<file path="src/design/yrs_pkg.sv">
package yrs_pkg;

  // Configuration port
  localparam int CFG_INDEX_W = 1;
  localparam int CFG_DATA_W  = 13;

  localparam logic [CFG_INDEX_W-1:0] REG_WIDTH_PAIRS = 1'd0;
  localparam logic [CFG_INDEX_W-1:0] REG_HEIGHT_ROWS = 1'd1;

  localparam int WIDTH_PAIRS_W = 12;
  localparam int HEIGHT_ROWS_W = 13;
  localparam logic [WIDTH_PAIRS_W-1:0] WIDTH_PAIRS_RESET = 12'd320;
  localparam logic [HEIGHT_ROWS_W-1:0] HEIGHT_ROWS_RESET = 13'd480;

  // Queue between front and back
  localparam int QUEUE_DEPTH = 4;
  localparam int QPTR_W      = $clog2(QUEUE_DEPTH);
  localparam int QCNT_W      = $clog2(QUEUE_DEPTH + 1);

  // 16.16 coefficients, rounded to nearest
  localparam int COEF_W = 18;
  localparam logic signed [COEF_W-1:0] K_RCR = 18'sd91881;
  localparam logic signed [COEF_W-1:0] K_GCB = 18'sd22553;
  localparam logic signed [COEF_W-1:0] K_GCR = 18'sd46802;
  localparam logic signed [COEF_W-1:0] K_BCB = 18'sd116130;

  localparam int PROD_W = 27;
  localparam int ACC_W  = 28;

  // Where a pixel takes its chroma from
  typedef enum logic [1:0] {
    CHR_CAPTURE,  // even row, even column: take the inputs, store them in the line
    CHR_RECALL,   // odd row, even column: read the pair stored by the even row
    CHR_HOLD      // odd column: reuse the pair of the column before
  } chroma_kind_t;

  typedef struct packed {
    logic [7:0]   luma;
    logic [7:0]   cb;
    logic [7:0]   cr;
    chroma_kind_t kind;
    logic         frame_end;
  } yrs_pix_t;

  // Floor a 16.16 sum to an integer and clamp it to 0..255
  function automatic logic [7:0] clamp_fixed(input logic signed [ACC_W-1:0] acc);
    logic [7:0] res;
    if (acc < 0) begin
      res = 8'd0;
    end else if (acc[ACC_W-1:16] > 255) begin
      res = 8'd255;
    end else begin
      res = acc[23:16];
    end
    return res;
  endfunction

endpackage

</file>
<file path="src/design/yrs_queue.sv">
module yrs_queue import yrs_pkg::*; #(
  parameter int W = 32
) (
  input  logic         clk,
  input  logic         rst,
  input  logic         push,
  input  logic [W-1:0] push_data,
  output logic         full,
  input  logic         pop,
  output logic         pop_valid,
  output logic [W-1:0] pop_data
);

  logic [W-1:0]      slots [QUEUE_DEPTH];
  logic [QPTR_W-1:0] wr_ptr;
  logic [QPTR_W-1:0] rd_ptr;
  logic [QCNT_W-1:0] count;

  assign full      = (count == QCNT_W'(QUEUE_DEPTH));
  assign pop_valid = (count != '0);
  assign pop_data  = slots[rd_ptr];

  // Store entries
  always_ff @(posedge clk) begin
    if (push) begin
      slots[wr_ptr] <= push_data;
    end
  end

  // Advance pointers and occupancy
  always_ff @(posedge clk) begin
    if (rst) begin
      wr_ptr <= '0;
      rd_ptr <= '0;
      count  <= '0;
    end else begin
      if (push) begin
        wr_ptr <= wr_ptr + 1'b1;
      end
      if (pop) begin
        rd_ptr <= rd_ptr + 1'b1;
      end
      if (push && !pop) begin
        count <= count + 1'b1;
      end else if (pop && !push) begin
        count <= count - 1'b1;
      end
    end
  end

`ifndef SYNTHESIS
  a_count_up: assert property (@(posedge clk) disable iff (rst)
    (push && !pop) |=> (count == $past(count) + 1'b1))
    else $error("queue count did not grow on push");
  a_pop_nonempty: assert property (@(posedge clk) disable iff (rst)
    pop |-> (count != '0))
    else $error("queue popped while empty");
`endif

endmodule

</file>
<file path="config.mk">
export PLATFORM = sky130hd
export DESIGN_NAME = yrs_queue
export DESIGN_NICKNAME = d
export VERILOG_FILES = /design/src/design/yrs_pkg.sv /design/src/design/yrs_queue.sv
export SDC_FILE = /design/constraint.sdc
export NUM_CORES = 1
export LEC_CHECK = 0
export ABC_CLOCK_PERIOD_IN_PS = 2400
export BUFFER_PORTS_ARGS = -buffer_cell sky130_fd_sc_hd__buf_4
export CAP_MARGIN = 5
export CELL_PAD_IN_SITES_DETAIL_PLACEMENT = 0
export CELL_PAD_IN_SITES_GLOBAL_PLACEMENT = 1
export CORE_ASPECT_RATIO = 1.25
export CORE_MARGIN = 5
export CORE_UTILIZATION = 45
export CTS_CLUSTER_DIAMETER = 50
export DETAILED_ROUTE_END_ITERATION = 8
export MAX_ROUTING_LAYER = met4
export PLACE_DENSITY_LB_ADDON = 0.08
export SLEW_MARGIN = 30
export SYNTH_ARGS = -nofsm -noshare
export SYNTH_HDL_FRONTEND = slang
export SYNTH_SLANG_ARGS = --single-unit
</file>
<file path="constraint.sdc">
create_clock -name clk -period 2.4 [get_ports clk]
set_input_delay 0 -clock clk [delete_from_list [all_inputs] [get_ports clk]]
set_output_delay 0 -clock clk [all_outputs]
set_load 0.05 [all_outputs]
</file>
==> summary.md <==
| Metric | Value |
|---|---|
| DP Cell Count | 414 |
| Final Setup Violations | 0 |
| Peak supply drop | 526 uV |
| Critical Path Sink Type | primary output |
| Peak Freq | 0.495 GHz |
| PwrDens | 992 nW/um2 |
| Share of layout cells above drive strength 1 | 40.3% |
| Synthesized cell area | 5090 um2 |
| Die Y | 129 um |
| Die Wd | 105 um |
| WHS | 0.334 ns |
| Worst hold path class | input port to register |
| CP Max Fanout | 14 |
| Final core occ | 61.7% |
| Syn avg cell area | 24.1 um2 |
| Reg2reg start | wr_ptr[0] |
| Setup crit start kind | register |
| Worst-case reg-to-reg path depth | 3 |
| Syn Nets | 253 |
| Core ar. | 11100 um2 |
| Drt drc | 0 |
| Worst hold stages | 2 |
| Slew @ Worst Pin | 0.506 ns |
| Most frequent cells in the layout | edfxtp_1 (128), buf_4 (74), dlygate4sd3_1 (36), mux4_2 (30), clkbuf_16 (17) |
| Synth unique cells | 21 |
| Share of the synthesized area in the top cell type | 75.5% |
| GRT Resource Usage Total | 14.8% |
| Fin cells | 482 |
| Ranking of synthesized cells by area | edfxtp_1 (76%), mux4_2 (13%), dfxtp_1 (3.5%), ha_1 (1.2%), buf_12 (1.2%) |
| Total gr overflow | 0 |
| Largest net degree at the start of global routing | 33 |
| Detail-routed via count per cell | 5.07 |
| Yosys warns | 0 |
| RSZ-0062 raised after global routing | no |
| Post-cts sizing count | 0 |
| FP Rows | 43 |
| Power, Total | 0.00678 W |
| Gpl congestion | 0.673 |
| P_leak | 2.42 nW |
| Nets | 376 |
| DR vias | 2446 |
| Port Buf Inserts | 69 |
| Worst Path Required | 2.40 ns |
| Status | finished clean |
| Die area | 13500 um2 |
| HPWL reported at the end of detailed placement | 5300 um |
| Hold Vio Cnt, Final | 0 |
| Overall routed net length | 8950 um |
| Ant diodes | 0 |
| Fin. max-slew vios | 0 |
| Max_slew headroom | 66.3% |
| Initial DRT Pass Iterations | 4 |
| Vias in the first global route | 2742 |
| Yosys reg bits | 137 |
| Clk Latency, worst-skew pair | 0.41 ns |
| Cell count after synthesis | 211 |
| Initial Util | 45.9% |
| CTS Root Buffer Type | clkbuf_16 |
| Antenna violations before repair | 0 |
| TritonCTS buffer count | 17 |
| Clock skew | 0.00393 ns |
| # Post-CTS Setup Buffers | 0 |
| # clock sinks | 137 |
| Sequential area share after synthesis | 79.1% |
| Commonest non-fill, non-tap cell in the layout | edfxtp_1 |
| Setup Crit Path Kind | register to primary output |
| Max-cap violation count | 0 |
| Final min period | 2.02 ns |
| CTS clock-pin slew for the worst setup and hold paths | 0.06 ns |
| CP arrival | 2.02 ns |
| Post-synth top area cell | edfxtp_1 |
| Drt wl/cell | 18.6 um |
| H-tree depth | 4 |
| Layout area overhead | 34.3% |
| Fin Setup TNS | 0 ns |
| First-pass GRT wire length | 14400 um |
| Ports | 70 |
| Antenna-violating nets left | 0 |
| # fillers | 792 |
| CTS Buffer Depth | 2 |
| Hold path start | push_data[22] |
| Crit share post-route | 84.2% |
| Number of DRC markers in iteration 0 | 75 |
| CTS tree | done |
layer usage:
layer  routed length (um)  share of wire [%]  vias up  GRT usage [%]
met3                  385                4.3       14           4.62
li1                     -                  -     1120              -
met2                 4590                 51       52           23.5
met5                    0                  0        -              -
met4                  153                1.7        0           6.55
met1                 3830                 43     1260           17.3
state kept, by name, summed over array words and instances (netlist names), named ones only:
| name | flops |
|---|---|
| wr_ptr | 2 |
| rd_ptr | 2 |
| count | 3 |
| slots | 128 |
cell usage after synthesis:
| master | number |
|---|---|
| clkbuf_1 | 1 |
| nor2_1 | 7 |
| nor3b_1 | 1 |
| and2_1 | 4 |
| edfxtp_1 | 128 |
| mux2i_1 | 2 |
| xor2_1 | 3 |
| buf_2 | 3 |
| xnor2_1 | 2 |
| fa_1 | 1 |
| dfxtp_1 | 9 |
| mux4_1 | 2 |
| buf_6 | 1 |
| a21oi_1 | 1 |
| mux4_2 | 30 |
| or3_1 | 2 |
| ha_1 | 5 |
| inv_1 | 4 |
| buf_12 | 3 |
| o21ai_0 | 1 |
| nand2_1 | 1 |
final cells by class:
type | count | area, um2 | area share [%]
Sequential cell | 137 | 4030 | 58.9
Clock inverter | 13 | 273 | 3.99
Timing Repair Buffer | 112 | 956 | 14.0
Inverter | 4 | 15.0 | 0.220
Tap cell | 135 | 169 | 2.47
Clock buffer | 19 | 433 | 6.33
Multi-Input combinational cell | 62 | 965 | 14.1
critical path, cell delays in order (launching register included):
cell	delay, ns
dfxtp_2	0.48
buf_4	0.36
mux4_2	0.57
buf_4	0.21
report_power, final:
part | leakage, nW | internal [W] | switching (W) | total, W
Combinational | 0.838 | 0.000359 | 0.000556 | 0.000915
Sequential | 1.25 | 0.00274 | 0.0000491 | 0.00279
Clock | 0.336 | 0.00215 | 0.000923 | 0.00308
kinds of logic after synthesis:
| kind of cell | share of synthesized area, % |
|---|---|
| AO/OA/AOI/OAI | 0.197 |
| XOR/XNOR | 0.861 |
| adder cells (fa/ha/maj) | 1.62 |
| buffers and inverters | 2.07 |
| flip-flops | 79.1 |
| multiplexers | 14.7 |
| AND/OR/NAND/NOR | 1.48 |
through the flow:
| step | worst slack (ns) | cell area, um2 |
|---|---|---|
| after global routing | 0.242 | 6840 |
| after CTS | 0.315 | 6840 |
| final | 0.379 | 6840 |
| after detailed placement | 0.758 | 5770 |
| after floorplan | 0.676 | 5090 |
| after global placement | 0.769 | 5770 |
path summary, 6_finish.rpt:
kind	end	slack, ns
max	pop_data[13]	0.38
min	slots[0][22]	0.33
max reg2reg	slots[1][12]	0.89
min reg2reg	count[2]	0.50
what timing repair did:
item	4_1_cts	5_1_grt
setup endpoints to repair	0	0
hold endpoints to repair	137	0
hold buffers	36	0
(Power assumes the default switching activity.)
