File: src/design/yrs_pkg.sv
package yrs_pkg;

  // Configuration port
  localparam int CFG_INDEX_W = 1;
  localparam int CFG_DATA_W  = 13;

  localparam logic [CFG_INDEX_W-1:0] REG_WIDTH_PAIRS = 1'd0;
  localparam logic [CFG_INDEX_W-1:0] REG_HEIGHT_ROWS = 1'd1;

  localparam int WIDTH_PAIRS_W = 12;
  localparam int HEIGHT_ROWS_W = 13;
  localparam logic [WIDTH_PAIRS_W-1:0] WIDTH_PAIRS_RESET = 12'd320;
  localparam logic [HEIGHT_ROWS_W-1:0] HEIGHT_ROWS_RESET = 13'd480;

  // Queue between front and back
  localparam int QUEUE_DEPTH = 4;
  localparam int QPTR_W      = $clog2(QUEUE_DEPTH);
  localparam int QCNT_W      = $clog2(QUEUE_DEPTH + 1);

  // 16.16 coefficients, rounded to nearest
  localparam int COEF_W = 18;
  localparam logic signed [COEF_W-1:0] K_RCR = 18'sd91881;
  localparam logic signed [COEF_W-1:0] K_GCB = 18'sd22553;
  localparam logic signed [COEF_W-1:0] K_GCR = 18'sd46802;
  localparam logic signed [COEF_W-1:0] K_BCB = 18'sd116130;

  localparam int PROD_W = 27;
  localparam int ACC_W  = 28;

  // Where a pixel takes its chroma from
  typedef enum logic [1:0] {
    CHR_CAPTURE,  // even row, even column: take the inputs, store them in the line
    CHR_RECALL,   // odd row, even column: read the pair stored by the even row
    CHR_HOLD      // odd column: reuse the pair of the column before
  } chroma_kind_t;

  typedef struct packed {
    logic [7:0]   luma;
    logic [7:0]   cb;
    logic [7:0]   cr;
    chroma_kind_t kind;
    logic         frame_end;
  } yrs_pix_t;

  // Floor a 16.16 sum to an integer and clamp it to 0..255
  function automatic logic [7:0] clamp_fixed(input logic signed [ACC_W-1:0] acc);
    logic [7:0] res;
    if (acc < 0) begin
      res = 8'd0;
    end else if (acc[ACC_W-1:16] > 255) begin
      res = 8'd255;
    end else begin
      res = acc[23:16];
    end
    return res;
  endfunction

endpackage

File: src/design/yrs_front.sv
module yrs_front import yrs_pkg::*; #(
  parameter int MAX_WIDTH  = 4096,
  parameter int MAX_HEIGHT = 4096,
  localparam int LINE_DEPTH = MAX_WIDTH / 2,
  localparam int SLOT_W     = (LINE_DEPTH > 1) ? $clog2(LINE_DEPTH) : 1
) (
  input  logic                   clk,
  input  logic                   rst,
  input  logic                   cfg_valid,
  output logic                   cfg_ready,
  input  logic [CFG_INDEX_W-1:0] cfg_index,
  input  logic [CFG_DATA_W-1:0]  cfg_data,
  input  logic                   in_valid,
  output logic                   in_ready,
  input  logic [7:0]             luma,
  input  logic [7:0]             chroma_blue,
  input  logic [7:0]             chroma_red,
  output logic                   q_push,
  output yrs_pix_t               q_pix,
  output logic [SLOT_W-1:0]      q_slot,
  input  logic                   q_full
);

  localparam int CW  = $clog2(MAX_WIDTH);
  localparam int CLW = $clog2(MAX_WIDTH + 1);
  localparam int RW  = (MAX_HEIGHT > 1) ? $clog2(MAX_HEIGHT) : 1;
  localparam int RLW = $clog2(MAX_HEIGHT + 1);

  logic [WIDTH_PAIRS_W-1:0] width_pairs;
  logic [HEIGHT_ROWS_W-1:0] height_rows;
  logic [CW-1:0]            column_count;
  logic [RW-1:0]            row_count;

  logic [CLW-1:0] cols;
  logic [RLW-1:0] rows;
  logic [CLW-1:0] col_inc;
  logic [RLW-1:0] row_inc;
  logic [CW-1:0]  col_half;
  logic           last_col;
  logic           last_row;

  assign cfg_ready = 1'b1;
  assign in_ready  = !q_full;
  assign q_push    = in_valid && in_ready;

  // Saturate the frame size to what the line buffer and counters hold
  always_comb begin
    if (width_pairs == '0) begin
      cols = CLW'(2);
    end else if (width_pairs > LINE_DEPTH) begin
      cols = CLW'(2 * LINE_DEPTH);
    end else begin
      cols = CLW'({width_pairs, 1'b0});
    end
    if (height_rows == '0) begin
      rows = RLW'(1);
    end else if (height_rows > MAX_HEIGHT) begin
      rows = RLW'(MAX_HEIGHT);
    end else begin
      rows = RLW'(height_rows);
    end
  end

  assign col_inc  = CLW'(column_count) + CLW'(1);
  assign row_inc  = RLW'(row_count) + RLW'(1);
  assign last_col = (col_inc >= cols);
  assign last_row = (row_inc >= rows);
  assign col_half = column_count >> 1;

  // Classify the transaction for the back end
  always_comb begin
    q_pix.luma      = luma;
    q_pix.cb        = chroma_blue;
    q_pix.cr        = chroma_red;
    q_pix.frame_end = last_col && last_row;
    if (column_count[0]) begin
      q_pix.kind = CHR_HOLD;
    end else if (row_count[0]) begin
      q_pix.kind = CHR_RECALL;
    end else begin
      q_pix.kind = CHR_CAPTURE;
    end
    q_slot = col_half[SLOT_W-1:0];
  end

  // Take configuration writes
  always_ff @(posedge clk) begin
    if (rst) begin
      width_pairs <= WIDTH_PAIRS_RESET;
      height_rows <= HEIGHT_ROWS_RESET;
    end else if (cfg_valid && cfg_ready) begin
      case (cfg_index)
        REG_WIDTH_PAIRS: width_pairs <= cfg_data[WIDTH_PAIRS_W-1:0];
        REG_HEIGHT_ROWS: height_rows <= cfg_data[HEIGHT_ROWS_W-1:0];
        default: ;
      endcase
    end
  end

  // Advance the raster position
  always_ff @(posedge clk) begin
    if (rst) begin
      column_count <= '0;
      row_count    <= '0;
    end else if (q_push) begin
      if (last_col) begin
        column_count <= '0;
        row_count    <= last_row ? '0 : RW'(row_inc);
      end else begin
        column_count <= CW'(col_inc);
      end
    end
  end

`ifndef SYNTHESIS
  a_frame_wrap: assert property (@(posedge clk) disable iff (rst)
    (q_push && q_pix.frame_end) |=> (column_count == '0 && row_count == '0))
    else $error("raster position did not wrap at end of frame");
`endif

endmodule

File: config.mk
export PLATFORM = sky130hd
export DESIGN_NAME = yrs_front
export DESIGN_NICKNAME = d
export VERILOG_FILES = /design/src/design/yrs_pkg.sv /design/src/design/yrs_front.sv
export SDC_FILE = /design/constraint.sdc
export NUM_CORES = 1
export LEC_CHECK = 0
export ABC_AREA = 1
export BUFFER_PORTS_ARGS = -buffer_cell sky130_fd_sc_hd__buf_2
export CAP_MARGIN = 20
export CELL_PAD_IN_SITES_DETAIL_PLACEMENT = 1
export CELL_PAD_IN_SITES_GLOBAL_PLACEMENT = 2
export CORE_ASPECT_RATIO = 1.5
export CORE_MARGIN = 5
export CORE_UTILIZATION = 30
export CTS_CLUSTER_SIZE = 40
export DETAILED_ROUTE_END_ITERATION = 16
export PLACE_DENSITY = 0.95
export SLEW_MARGIN = 15
export SYNTH_ARGS = -nofsm -noshare
export SYNTH_HDL_FRONTEND = slang
export SYNTH_SLANG_ARGS = --single-unit
export TNS_END_PERCENT = 100
File: constraint.sdc
create_clock -name clk -period 4.8 [get_ports clk]
set_input_delay 0.24 -clock clk [delete_from_list [all_inputs] [get_ports clk]]
set_output_delay 0.24 -clock clk [all_outputs]
set_load 0.005 [all_outputs]
==> impl_metrics.toml <==
[cts]
cts_sinks = 49
ctsRootBufferMaster = "clkbuf_16"
cts_inserted_buffers = 5
cts_tree = "built"
cts.path.max_buffers = 2
cts_setup_buffers = 0
cts_resized = 0
insertion_delay_ns = 0.30
path_clk_slew_ns = 0.08
holdBufCountCts = 0
htree_levels = 2

[timing]
min_period_ns = 3.35
clock.fmax_mhz = 298
drv_slew = 0
clock_skew_ns = 0.00932
post-route-period-util_pct = 69.9
worst_pin_slew_ns = 0.754
relSlewSlack_pct = 49.6
finalSetupTns_ns = 0
finalSetupViolCount = 0
rsz0062_at_grt = "false"
hold_viol = 0

[grt]
antenna_found_initial = 0
grt_pass1_wl_um = 15600
first_global_vias = 3370
grt_max_degree = 27
gr-usage-all-layers_pct = 14.8
overflow = 0

[logic_synthesis]
syn_inst = 514
avgSynthCellArea_um2 = 6.50
ys.flop_type = "dfxtp_1"
ys_seq_area_share_pct = 29.4
syn_area_mm2 = 0.00334
synth_most_common_cell = "nand2_1"
synth.largest_area_cell = "dfxtp_1"
yosysWarnings = 0
synth_common_cells = "145 x nand2_1, 67 x nor2_1, 61 x inv_1"
synth.distinct_cells = 26
synth.top_cell.area_share_pct = 29.4
synth.area.top_cells = "dfxtp_1 29%, nand2_1 16%, ha_1 10%"
synth_edf_count = 0
ys_seq_elements = 49
syn-num-nets = 584
postSynth.asyncResetShare_pct = 0

[critical_path]
crit_buf_inv = 3
cp-end-kind = "output pin"
cp-start-kind = "flop"
crit_required_ns = 4.56
crit_family = "simple AND/OR/NAND/NOR gates"
crit_chain = "ha_1 -> nand2_1 -> inv_1 -> nand3_1 -> nor4_1 -> ha_1 -> nand2_1 -> inv_1 -> a21oi_1 -> o21ai_2 -> nor2_4 -> a21oi_1 -> buf_2"
path_class = "reg2out"
crit_path_max_fanout = 14
cp_slowest_cell = "dfxtp_1"
slowest_delay_ns = 0.45
worstPathArrival_ns = 3.11

[routing]
wl_per_cell_um = 14.1
drt-pass1-iter-count = 4
vias_per_cell = 4.77
drc = 0
first_iter_violations = 106
ant_nets = 0
vias = 3167
finalWirelength_um = 9350

[min_path]
worstHoldPathType = "in2reg"

[floorplan]
die_height_um = 139
die_width_um = 96.1
row_count = 47
dieArea_mm2 = 0.0134
core_area_mm2 = 0.0110
pin_count = 84
start_util_pct = 30.4

[power_and_ir_drop]
leakage_nw = 1.75
ir_drop_v = 0.000136
power_density_mw_per_mm2 = 253

[place]
port_buffers = 34
gp_congestion = 0.799
place_inst = 656
hpwl_um = 7510

[final_layout]
fillers = 1446
synthToLayoutAreaGrowth_pct = 7.19
nNetsFinal = 586
drive_gt1_share_pct = 10.8
antennaDiodeCount = 0
instances_no_fill = 664

[job]
max_cap_viol_count = 0

[run_status]
status = "complete, no violations"
worst register-to-register path, stage by stage (launching register included):
cell and delay [ns]:
dfxtp_1 0.45, ha_1 0.21, nand2_1 0.07, inv_1 0.10, nand3_1 0.16, nor4_1 0.42
ha_1 0.34, nand2_1 0.10, inv_1 0.06, a21oi_1 0.17, o21ai_2 0.10, nor2_4 0.37
nor2_4 0.14, nand2_1 0.12, a21oi_1 0.07
per-layer routing:
metal / part of all wire (%) / up-vias / global-route usage (%)
li1: - / 1600 / -
met1: 38 / 1508 / 14.8
met2: 57 / 37 / 28.7
met3: 1.6 / 22 / 1.73
met4: 3.5 / 0 / 6.97
met5: 0 / - / 0
placed cells by master (no fill, tap or decap), types with 9 or more instances in the layout:
cell     instances
a21oi_1         36
buf_2           34
ha_1            27
inv_1           61
nand3_1         27
xor2_1           9
nor2_1          67
nand2_1        145
dfxtp_1         49
o21ai_0         23
layout make-up:
class	count	area, um^2	share of cell area (%)
Inverter	61	229	6.40
Sequential cell	49	981	27.4
Tap cell	147	184	5.14
Multi-Input combinational cell	365	1870	52.2
Clock buffer	5	125	3.50
Timing Repair Buffer	34	170	4.75
Clock inverter	3	22.5	0.629
per-stage QoR:
stage	area [um^2]	hold WS, ns	total power, mW	utilization (%)	setup WS (ns)
floorplan	3340	0.309	0.530	-	2.45
global placement	3430	0.468	0.544	31.2	1.81
detailed placement	3430	0.479	0.551	31.2	1.79
CTS	3580	0.169	0.914	32.6	1.46
global route	3580	0.173	0.945	32.6	1.18
finish	3580	0.170	0.904	32.6	1.45
cells by family (layout without fill, tap and decap cells):
kind of cell	Yosys count	count (layout)	share of synthesized area [%]
and+or+nand+nor	263	263	32.9
buffers and inverters	100	103	14.7
AOI/OAI and AO/OA	62	62	9.48
DFF	49	49	29.4
adders and majority gates	27	27	10.1
xor gates and xnor gates	12	12	3.37
other	1	1	0.112
where the power goes:
part	internal [mW]	total (mW)	switching [mW]
clock	0.195	0.365	0.170
sequential	0.421	0.435	0.0134
combinational	0.0358	0.105	0.0688
total	0.652	0.904	0.253
state kept, by name, summed over array words and instances (netlist names):
| name | cells |
|---|---|
| width_pairs | 12 |
| column_count | 12 |
| row_count | 12 |
| height_rows | 13 |
final timing paths:
check                   from             end  slack [ns]  depth (start not counted)
min              cfg_data[8]  height_rows[8]        0.17                          3
max          column_count[0]        q_pix[0]        1.45                         13
min reg2reg    row_count[11]   row_count[11]        0.49                          2
max reg2reg  column_count[0]    row_count[9]        1.80                         14
Note: power is estimated with default switching activity, not from simulation.
